==> config.mk <==
export PLATFORM = sky130hd
export DESIGN_NAME = smart_card_atr_parser_unit
export DESIGN_NICKNAME = d
export VERILOG_FILES = /design/src/scatr_pkg.sv /design/src/scatr_decode.sv /design/src/smart_card_atr_parser_unit.sv
export SDC_FILE = /design/constraint.sdc
export NUM_CORES = 1
export LEC_CHECK = 0
export ABC_AREA = 1
export BUFFER_PORTS_ARGS = -buffer_cell sky130_fd_sc_hd__buf_4
export CAP_MARGIN = 20
export CELL_PAD_IN_SITES_DETAIL_PLACEMENT = 0
export CELL_PAD_IN_SITES_GLOBAL_PLACEMENT = 2
export CORE_MARGIN = 2
export CORE_UTILIZATION = 40
export CTS_BUF_LIST = sky130_fd_sc_hd__clkbuf_8
export CTS_CLUSTER_DIAMETER = 50
export DETAILED_ROUTE_END_ITERATION = 10
export PLACE_DENSITY = 0.95
export SLEW_MARGIN = 20
export SYNTH_ARGS = -nofsm -noshare
export SYNTH_HDL_FRONTEND = slang
export SYNTH_SLANG_ARGS = --single-unit
==> constraint.sdc <==
create_clock -name clk -period 4.73 [get_ports clk]
set_input_delay 0.473 -clock clk [delete_from_list [all_inputs] [get_ports clk]]
set_output_delay 0.473 -clock clk [all_outputs]
set_load 0.02 [all_outputs]
==> src/scatr_pkg.sv <==
// Shared types and constants for the smart-card answer-to-reset parser.
// No dependencies; imported by every module of the block.
package scatr_pkg;

    localparam int MAX_ATR_BYTES = 33;
    localparam int ATR_LEN_W     = 6;
    localparam int GROUP_W       = 5;
    localparam int OUT_DATA_W    = 56;

    localparam logic [1:0] STATUS_BUSY  = 2'd0;
    localparam logic [1:0] STATUS_DONE  = 2'd1;
    localparam logic [1:0] STATUS_ERROR = 2'd2;

    localparam logic [3:0] FI_DEFAULT    = 4'd1;
    localparam logic [3:0] DI_DEFAULT    = 4'd1;
    localparam logic [7:0] GUARD_DEFAULT = 8'd255;
    localparam logic [7:0] WI_DEFAULT    = 8'd10;
    localparam logic [7:0] IFSC_DEFAULT  = 8'd32;
    localparam logic [3:0] CWI_DEFAULT   = 4'd13;
    localparam logic [3:0] BWI_DEFAULT   = 4'd4;
    localparam logic [3:0] PROTO_T0      = 4'd0;
    localparam logic [3:0] PROTO_T1      = 4'd1;

    typedef enum logic [2:0] {
        KIND_TS      = 3'd0,
        KIND_T0      = 3'd1,
        KIND_TA      = 3'd2,
        KIND_TB      = 3'd3,
        KIND_TC      = 3'd4,
        KIND_TD      = 3'd5,
        KIND_HIST    = 3'd6,
        KIND_IGNORED = 3'd7
    } byte_kind_t;

    typedef struct packed {
        logic [1:0]           status;
        byte_kind_t           byte_kind;
        logic [3:0]           clock_rate_index;
        logic [3:0]           baud_divisor_index;
        logic [7:0]           extra_guard;
        logic [7:0]           wait_integer;
        logic [7:0]           info_field_size;
        logic [3:0]           char_wait_index;
        logic [3:0]           block_wait_index;
        logic                 use_crc;
        logic [3:0]           specific_protocol;
        logic [ATR_LEN_W-1:0] atr_length;
    } atr_result_t;

endpackage

==> src/scatr_decode.sv <==
// Per-byte ATR decode: parser state registers and the next-state logic.
// Depends on scatr_pkg.
module scatr_decode (
    input  logic                   clk,
    input  logic                   rst_n,
    input  logic                   step,
    input  logic [7:0]             atr_byte,
    input  logic                   first_byte,
    input  logic                   last_byte,
    output scatr_pkg::atr_result_t result
);
    import scatr_pkg::*;

    typedef enum logic [2:0] {
        PH_IDLE,
        PH_IFACE,
        PH_HIST,
        PH_TCK,
        PH_DONE,
        PH_ERR
    } phase_t;

    typedef struct packed {
        phase_t               phase;
        logic [3:0]           pending;
        logic [GROUP_W-1:0]   group;
        logic [3:0]           protocol;
        logic [3:0]           hist_left;
        logic                 check_needed;
        logic [ATR_LEN_W-1:0] count;
        logic [3:0]           fi;
        logic [3:0]           di;
        logic [7:0]           guard;
        logic [7:0]           wi;
        logic [7:0]           ifsc;
        logic [3:0]           cwi;
        logic [3:0]           bwi;
        logic                 crc;
        logic [3:0]           proto;
    } atr_state_t;

    localparam logic [ATR_LEN_W-1:0] MAX_LEN = ATR_LEN_W'(MAX_ATR_BYTES);
    localparam logic [GROUP_W-1:0]   GROUP_MAX = '1;

    atr_state_t state_reg;
    atr_state_t state_next;
    byte_kind_t kind;
    logic       consumed;
    logic       t1_group;
    logic [1:0] status;

    always_comb
    begin
        state_next = state_reg;
        kind       = KIND_IGNORED;
        consumed   = 1'b1;
        t1_group   = (state_reg.group >= GROUP_W'(3)) && (state_reg.protocol == PROTO_T1);

        if (first_byte)
        begin
            state_next.phase        = PH_IFACE;
            state_next.pending      = 4'b1000;
            state_next.group        = '0;
            state_next.protocol     = PROTO_T0;
            state_next.hist_left    = '0;
            state_next.check_needed = 1'b0;
            state_next.count        = ATR_LEN_W'(1);
            state_next.fi           = FI_DEFAULT;
            state_next.di           = DI_DEFAULT;
            state_next.guard        = GUARD_DEFAULT;
            state_next.wi           = WI_DEFAULT;
            state_next.ifsc         = IFSC_DEFAULT;
            state_next.cwi          = CWI_DEFAULT;
            state_next.bwi          = BWI_DEFAULT;
            state_next.crc          = 1'b0;
            state_next.proto        = PROTO_T0;
            kind                    = KIND_TS;
        end
        else
        begin
            unique case (state_reg.phase)
                PH_IFACE:
                begin
                    state_next.count = state_reg.count + ATR_LEN_W'(1);
                    if (state_reg.pending[0])
                    begin
                        state_next.pending[0] = 1'b0;
                        kind = KIND_TA;
                        if (state_reg.group == GROUP_W'(1))
                        begin
                            state_next.fi = atr_byte[7:4];
                            state_next.di = atr_byte[3:0];
                        end
                        else if (state_reg.group == GROUP_W'(2))
                            state_next.proto = atr_byte[3:0];
                        else if (t1_group)
                            state_next.ifsc = atr_byte;
                    end
                    else if (state_reg.pending[1])
                    begin
                        state_next.pending[1] = 1'b0;
                        kind = KIND_TB;
                        if (t1_group)
                        begin
                            state_next.cwi = atr_byte[3:0];
                            state_next.bwi = atr_byte[7:4];
                        end
                    end
                    else if (state_reg.pending[2])
                    begin
                        state_next.pending[2] = 1'b0;
                        kind = KIND_TC;
                        if (state_reg.group == GROUP_W'(1))
                            state_next.guard = atr_byte;
                        else if (state_reg.group == GROUP_W'(2))
                            state_next.wi = atr_byte;
                        else if (t1_group)
                            state_next.crc = atr_byte[0];
                    end
                    else
                    begin
                        if (state_reg.group == '0)
                        begin
                            kind = KIND_T0;
                            state_next.hist_left = atr_byte[3:0];
                        end
                        else
                        begin
                            kind = KIND_TD;
                            state_next.protocol = atr_byte[3:0];
                            if (atr_byte[3:0] != PROTO_T0)
                                state_next.check_needed = 1'b1;
                        end
                        state_next.pending = atr_byte[7:4];
                        if (state_reg.group != GROUP_MAX)
                            state_next.group = state_reg.group + GROUP_W'(1);
                    end
                    if (state_next.pending == '0)
                    begin
                        if (state_next.hist_left != '0)
                            state_next.phase = PH_HIST;
                        else if (state_next.check_needed)
                            state_next.phase = PH_TCK;
                        else
                            state_next.phase = PH_DONE;
                    end
                end
                PH_HIST:
                begin
                    state_next.count     = state_reg.count + ATR_LEN_W'(1);
                    kind                 = KIND_HIST;
                    state_next.hist_left = state_reg.hist_left - 4'd1;
                    if (state_next.hist_left != '0)
                        state_next.phase = PH_HIST;
                    else if (state_reg.check_needed)
                        state_next.phase = PH_TCK;
                    else
                        state_next.phase = PH_DONE;
                end
                PH_TCK:
                begin
                    state_next.count = state_reg.count + ATR_LEN_W'(1);
                    state_next.phase = PH_DONE;
                end
                default:
                    consumed = 1'b0;
            endcase
        end

        if (consumed && (state_next.phase != PH_DONE) &&
            (last_byte || (state_next.count >= MAX_LEN)))
            state_next.phase = PH_ERR;

        if (state_next.phase == PH_DONE)
            status = STATUS_DONE;
        else if (state_next.phase == PH_ERR)
            status = STATUS_ERROR;
        else
            status = STATUS_BUSY;
    end

    always_ff @(posedge clk or negedge rst_n)
    begin
        if (!rst_n)
        begin
            state_reg.phase        <= PH_IDLE;
            state_reg.pending      <= '0;
            state_reg.group        <= '0;
            state_reg.protocol     <= PROTO_T0;
            state_reg.hist_left    <= '0;
            state_reg.check_needed <= 1'b0;
            state_reg.count        <= '0;
            state_reg.fi           <= FI_DEFAULT;
            state_reg.di           <= DI_DEFAULT;
            state_reg.guard        <= GUARD_DEFAULT;
            state_reg.wi           <= WI_DEFAULT;
            state_reg.ifsc         <= IFSC_DEFAULT;
            state_reg.cwi          <= CWI_DEFAULT;
            state_reg.bwi          <= BWI_DEFAULT;
            state_reg.crc          <= 1'b0;
            state_reg.proto        <= PROTO_T0;
        end
        else if (step)
        begin
            state_reg <= state_next;
        end
    end

    assign result.status             = status;
    assign result.byte_kind          = kind;
    assign result.clock_rate_index   = state_next.fi;
    assign result.baud_divisor_index = state_next.di;
    assign result.extra_guard        = state_next.guard;
    assign result.wait_integer       = state_next.wi;
    assign result.info_field_size    = state_next.ifsc;
    assign result.char_wait_index    = state_next.cwi;
    assign result.block_wait_index   = state_next.bwi;
    assign result.use_crc            = state_next.crc;
    assign result.specific_protocol  = state_next.proto;
    assign result.atr_length         = state_next.count;

endmodule

==> src/smart_card_atr_parser_unit.sv <==
// Top level of the smart-card answer-to-reset parser: stream ports and pipeline.
// Depends on scatr_pkg and scatr_decode.
//
// Takes one ATR byte per transfer and returns one result transfer per byte, in
// order, with the decoded interface values after that byte. A byte passes an
// input register, one pass of per-byte decode logic, and a result register. One
// byte per cycle is sustained while the output is ready; the input side is ready
// when the input register is empty or its byte moves into the result register.
module smart_card_atr_parser_unit (
    input  logic        clk,
    input  logic        rst_n,
    input  logic        s_axis_tvalid,
    output logic        s_axis_tready,
    input  logic [7:0]  s_axis_tdata,   // [7:0] atr_byte
    input  logic        s_axis_tuser,   // [0] first_byte
    input  logic        s_axis_tlast,   // last_byte
    output logic        m_axis_tvalid,
    input  logic        m_axis_tready,
    // [1:0] status, [5:2] clock_rate_index, [9:6] baud_divisor_index,
    // [17:10] extra_guard, [25:18] wait_integer, [33:26] info_field_size,
    // [37:34] char_wait_index, [41:38] block_wait_index, [42] use_crc,
    // [46:43] specific_protocol, [52:47] atr_length, [55:53] zero
    output logic [55:0] m_axis_tdata,
    output logic [2:0]  m_axis_tuser    // [2:0] byte_kind
);
    import scatr_pkg::*;

    logic        in_valid_reg;
    logic [7:0]  in_byte_reg;
    logic        in_first_reg;
    logic        in_last_reg;
    logic        out_valid_reg;
    logic [OUT_DATA_W-1:0] out_data_reg;
    logic [2:0]  out_kind_reg;
    logic        step;
    logic [OUT_DATA_W-1:0] out_data_next;
    atr_result_t result;

    assign step          = in_valid_reg && (!out_valid_reg || m_axis_tready);
    assign s_axis_tready = !in_valid_reg || step;

    scatr_decode u_decode (
        .clk        (clk),
        .rst_n      (rst_n),
        .step       (step),
        .atr_byte   (in_byte_reg),
        .first_byte (in_first_reg),
        .last_byte  (in_last_reg),
        .result     (result)
    );

    assign out_data_next = {
        3'b000,
        result.atr_length,
        result.specific_protocol,
        result.use_crc,
        result.block_wait_index,
        result.char_wait_index,
        result.info_field_size,
        result.wait_integer,
        result.extra_guard,
        result.baud_divisor_index,
        result.clock_rate_index,
        result.status
    };

    always_ff @(posedge clk or negedge rst_n)
    begin
        if (!rst_n)
        begin
            in_valid_reg  <= 1'b0;
            out_valid_reg <= 1'b0;
        end
        else
        begin
            if (s_axis_tready)
                in_valid_reg <= s_axis_tvalid;
            if (step)
                out_valid_reg <= 1'b1;
            else if (m_axis_tready)
                out_valid_reg <= 1'b0;
        end
    end

    always_ff @(posedge clk)
    begin
        if (s_axis_tvalid && s_axis_tready)
        begin
            in_byte_reg  <= s_axis_tdata;
            in_first_reg <= s_axis_tuser;
            in_last_reg  <= s_axis_tlast;
        end
        if (step)
        begin
            out_data_reg <= out_data_next;
            out_kind_reg <= result.byte_kind;
        end
    end

    assign m_axis_tvalid = out_valid_reg;
    assign m_axis_tdata  = out_data_reg;
    assign m_axis_tuser  = out_kind_reg;

endmodule

# After elaboration in Yosys (flattened, before gate mapping)
# Index checks and enable logic that the tools add are counted.
# W data, S select, Z words.
# word_totals
word_cells	133
output_inout_bits	61
regBits	140
inputBits	14
# op_classes
n_reduce_logical	24
mux	66
n_lt_le_gt_ge	2
add_sub_neg	3
n_eq_ne	14
# op_table
operator	n
$mux W8	11
$mux W72	1
$mux W16	4
$mux W45	1
$mux W14	3
$mux W3	13
$mux W4	5
$mux W1	18
$mux W15	1
$mux W13	1
$reduce_and A6 Y1	2
$reduce_bool A4 Y1	3
$mux W9	1
$pmux W3 S3	1
$ne A2 B2 Y1 const B	4
$pmux W4 S2	1
$add A6 B1 Y6 const B	1
$eq A3 B2 Y1 const B	2
$eq A3 B3 Y1 const B	2
$ge A6 B6 Y1 const B	1
$mux W6	1
$pmux W3 S2	1
$reduce_bool A2 Y1	3
$add A5 B1 Y5 const B	1
18 further kinds	27

# Longest topological paths before layout
# logic_depth
word_depth	19
mapped_depth	16

# By module
# A second synthesis with hierarchy kept.
# unflattened
hier_cells	720
hier_area_um2	6775.2
# by_module_without_submodules
mod	cells_per_inst	instances	area_each_um2	seq_area_each_um2
scatr_decode	638	1	4672.0	1823.0
smart_card_atr_parser_unit	82	1	2103.3	2031.9

# Least setup slack after synthesis
# OpenSTA, ideal clock, no wires.
# synth_path
path_type	in2reg
start	in m_axis_tready
end	reg out_data_reg[0], in the netlist m_axis_tdata[0], enable pin
setup_slack_ns	2.749
t_arrival_ns	1.590
stages	5
path_buffers	1
path_cell_list	inv_1 -> nand2_1 -> nand2_1 -> inv_2 -> buf_2
# synth_via
elab_chain_len	2
# synth_lines
item	line_no	source
start, declared	smart_card_atr_parser_unit.sv:18	input logic m_axis_tready,
$logic_or A1 B1 Y1	smart_card_atr_parser_unit.sv:39	assign step = in_valid_reg && (!out_valid_reg || m_axis_tready);
$logic_and A1 B1 Y1	smart_card_atr_parser_unit.sv:39	
named net step	smart_card_atr_parser_unit.sv:35	logic step;
end signal, assigned	smart_card_atr_parser_unit.sv:95	out_data_reg <= out_data_next;
end, declared	smart_card_atr_parser_unit.sv:33	logic [OUT_DATA_W-1:0] out_data_reg;
# The timed path passes the listed nets, and every way through them passes these cells.
# A chain may end at the register's enable or synchronous reset.

==> key figures <==
Routing
  • DR pass1 iterations: 7
  • Routed len/inst: ~16 um
  • Initial drt markers: 480
  • Via count: ~5100
  • Final WL: 16.00 mm
  • Antenna-violating nets left: 0
  • Remaining DRCs: 0
  • Vias per inst: approximately 5.1

Global routing
  • Global Route Usage Sum: about a fifth
  • First-pass GRT wire length: about 26 mm
  • Initial antenna violation count: 0
  • Grt total ovfl: 0
  • Vias in the first global route: 5044
  • Largest net degree at the start of global routing: 105

Clock tree
  • Total clock buffers created by CTS: 17
  • Worst skew pair latency: 0.44 ns
  • CTS sink count: 140
  • Buffer depth of the longest clock path: 2
  • Resized Gates After CTS: 0
  • Clk root buf: clkbuf_8
  • Register clock-pin slew on the reported worst setup and hold paths: about 0.080 ns
  • H-tree Lvls: 4
  • CTS tree: done

Power and ir drop
  • Sequential Power Share: a little over two fifths
  • Leakage power: ~3.5 nW
  • Sw power: approximately 1.5 mW
  • Clock Power Share: a little over a quarter
  • Combinational Power Share: about a third
  • PwrDens: 540.7 mW/mm^2
  • Max IR drop VDD: roughly 0.29 mV
  • Internal Power: ~2.6 mW
  • Sw Share: 36.54%

Floorplan
  • Area of the core: between 0.015 and 0.02 sq mm
  • Die area: ~0.017 sq mm
  • Die W: 130.9 um
  • I/O pin count: between 70 and 80
  • Initial core utilization: between 40% and 50%
  • Die Y: between 100 and 150 um
  • Row cnt: 46

Synth
  • Top_reg_cell synth: edfxtp_1
  • Most frequent cell after synthesis: nand2_1
  • Synth Register Bits: 140
  • Async S/R FF share, synth: between 50% and 60%
  • Syn_area_per_cell: ~9.1 sq um
  • Leading area contributor after synthesis: edfxtp_1
  • Number of flops mapped to enable cells by yosys: 66
  • Post-synth top area share: 30.79%
  • Yosys warning total: 0
  • Cell area after synthesis: 0.006437 sq mm
  • Top post-synthesis cells by area: edfxtp_1 31%, dfrtp_1 22%, nand2_1 12%
  • Post-synth top cells: 214 x nand2_1, 68 x o21ai_0, 66 x edfxtp_1
  • Syn Inst Count: between 700 and 800
  • Synth cell types: 36
  • Sequential area share after synthesis: approximately three fifths

Critical path
  • Worst Path Arrival: between 2 and 3 ns
  • Crit Path Max Fanout: 13
  • Critical path required time: roughly 4.9 ns
  • Worst R2R Path Depth: 9
  • CP endpoint kind: register
  • Worst reg-to-reg setup slack: about 2.3 ns
  • Reg-to-Reg End: m_axis_tdata[6]
  • Worst flop-to-flop path startpoint: u_decode.state_reg[61]
  • Critical Path Start Type: register
  • Worst setup path class: register to register

Layout
  • Final Net Count: 800
  • Layout cells sized above 1: 17.70%
  • Antenna Cells: 0
  • Flip-flop count of the largest register after layout: between 70 and 80
  • Post-route core utilization: between 40% and 50%
  • Final instance area: 0.007640 sq mm
  • Final Non-Filler Cells: 1007
  • P&R area growth vs syn: 18.68%

Hold path
  • Hold depth: 1
  • Hold Path Class: input port to register
  • Min-delay src: s_axis_tdata[1]
  • Worst Hold Endpoint: in_byte_reg[1]

Placed design
  • Dpl cell area: 0.007163 sq mm
  • Detailed placer's ending HPWL: 10.42 mm
  • Post-Place Cells: between 900 and 1000
  • GP Congestion: around 0.84
  • I/O Buffers: 71

Timing
  • Post-layout min period: about 2.4 ns
  • Highest Clock Rate: between 0.4 and 0.5 GHz
  • Max-slew headroom: 45.69%
  • Period Utilization, post-route: about 51%
  • Slew Viols, Final: 0
  • # setup viols final: 0
  • RSZ-0062 raised after global routing: false
  • Slew at the pin with the worst max-slew slack: about 0.81 ns
  • Final Skew: ~0.0087 ns
  • Setup TNS: 0 ns
  • Final Hold Viols: 0

Run status
  • Status: finished, final reports clean

Job
  • # Max-Cap Violations: 0
==> worst max-delay path by stage <==
stage / from / to / slack [ns]
finish: u_decode.state_reg[61] / m_axis_tdata[6] / 2.33
global route: u_decode.state_reg[61] / m_axis_tdata[2] / 2.02
CTS: u_decode.state_reg[61] / m_axis_tdata[6] / 2.31
detailed placement: u_decode.state_reg[61] / m_axis_tdata[6] / 2.34
global placement: u_decode.state_reg[61] / m_axis_tdata[6] / 2.42
floorplan: m_axis_tready / m_axis_tdata[0] / 2.75
==> cells in the final DEF, fill, tap and decap left out, types with 4 or more instances in the layout <==
cell type,n
bufinv_16,5
nor2_1,55
o21ai_1,11
dfrtp_1,57
buf_4,75
edfxtp_1,66
ha_1,8
clkinv_2,4
a21oi_1,47
nand4_1,5
nand2_1,213
o21ai_0,68
clkbuf_8,17
inv_2,4
nand3_1,32
inv_1,66
dfstp_2,17
==> metrics by stage <==
stage	setup WS [ns]	hold slack [ns]	total power [mW]
after floorplan	2.749	0.1774	2.675
after global placement	2.418	0.4550	3.051
after detailed placement	2.341	0.4573	3.071
after CTS	2.313	0.1742	4.159
after global routing	2.016	0.1703	4.411
final	2.328	0.2098	4.131
==> final cells by class <==
class	instances	area (sq um)
tap	216	270.3
sequential	140	3855
multi-input combinational	472	2195
inverter	69	260.3
fill	1503	8188
clock inverter	15	205.2
clock buffer	17	234.0
timing repair buffer	78	620.6
==> cells by family after synthesis <==
| group | share of synthesized area, % |
|---|---|
| adder cells (fa/ha/maj) | 1.555 |
| AND/OR/NAND/NOR | 20.93 |
| XOR/XNOR | 0.2722 |
| AO/OA/AOI/OAI | 11.12 |
| flip-flops | 59.88 |
| other | 0.05825 |
| buffers and inverters | 6.181 |
==> routing by layer <==
layer	routed length, um	vias up	track usage (%)
li1	-	2467	-
met1	7258	2452	26.56
met2	7677	150	32.69
met3	786	20	4.642
met4	276	0	6.946
met5	0	-	0
==> power by group through the flow <==
stage | clock, mW | sequential [mW] | combinational [mW]
after floorplan | 0 | 1.81 | 0.866
after global placement | 0 | 1.74 | 1.31
after detailed placement | 0 | 1.74 | 1.33
after CTS | 1.10 | 1.72 | 1.33
after global routing | 1.15 | 1.75 | 1.51
final | 1.08 | 1.72 | 1.33
==> timing repair <==
item,CTS,global route
endpoints found under the hold margin,0,15
buffers inserted,0,0
hold buffers,0,1
==> critical path, stage by stage, from the launching register on <==
cell	delay (ns)
dfrtp_1	0.43
inv_1	0.12
ha_1	0.15
inv_1	0.05
nor2_1	0.26
inv_1	0.10
nor2_1	0.53
inv_1	0.18
a21oi_1	0.17
o21ai_0	0.13
Note: power is estimated with default switching activity, not from simulation.
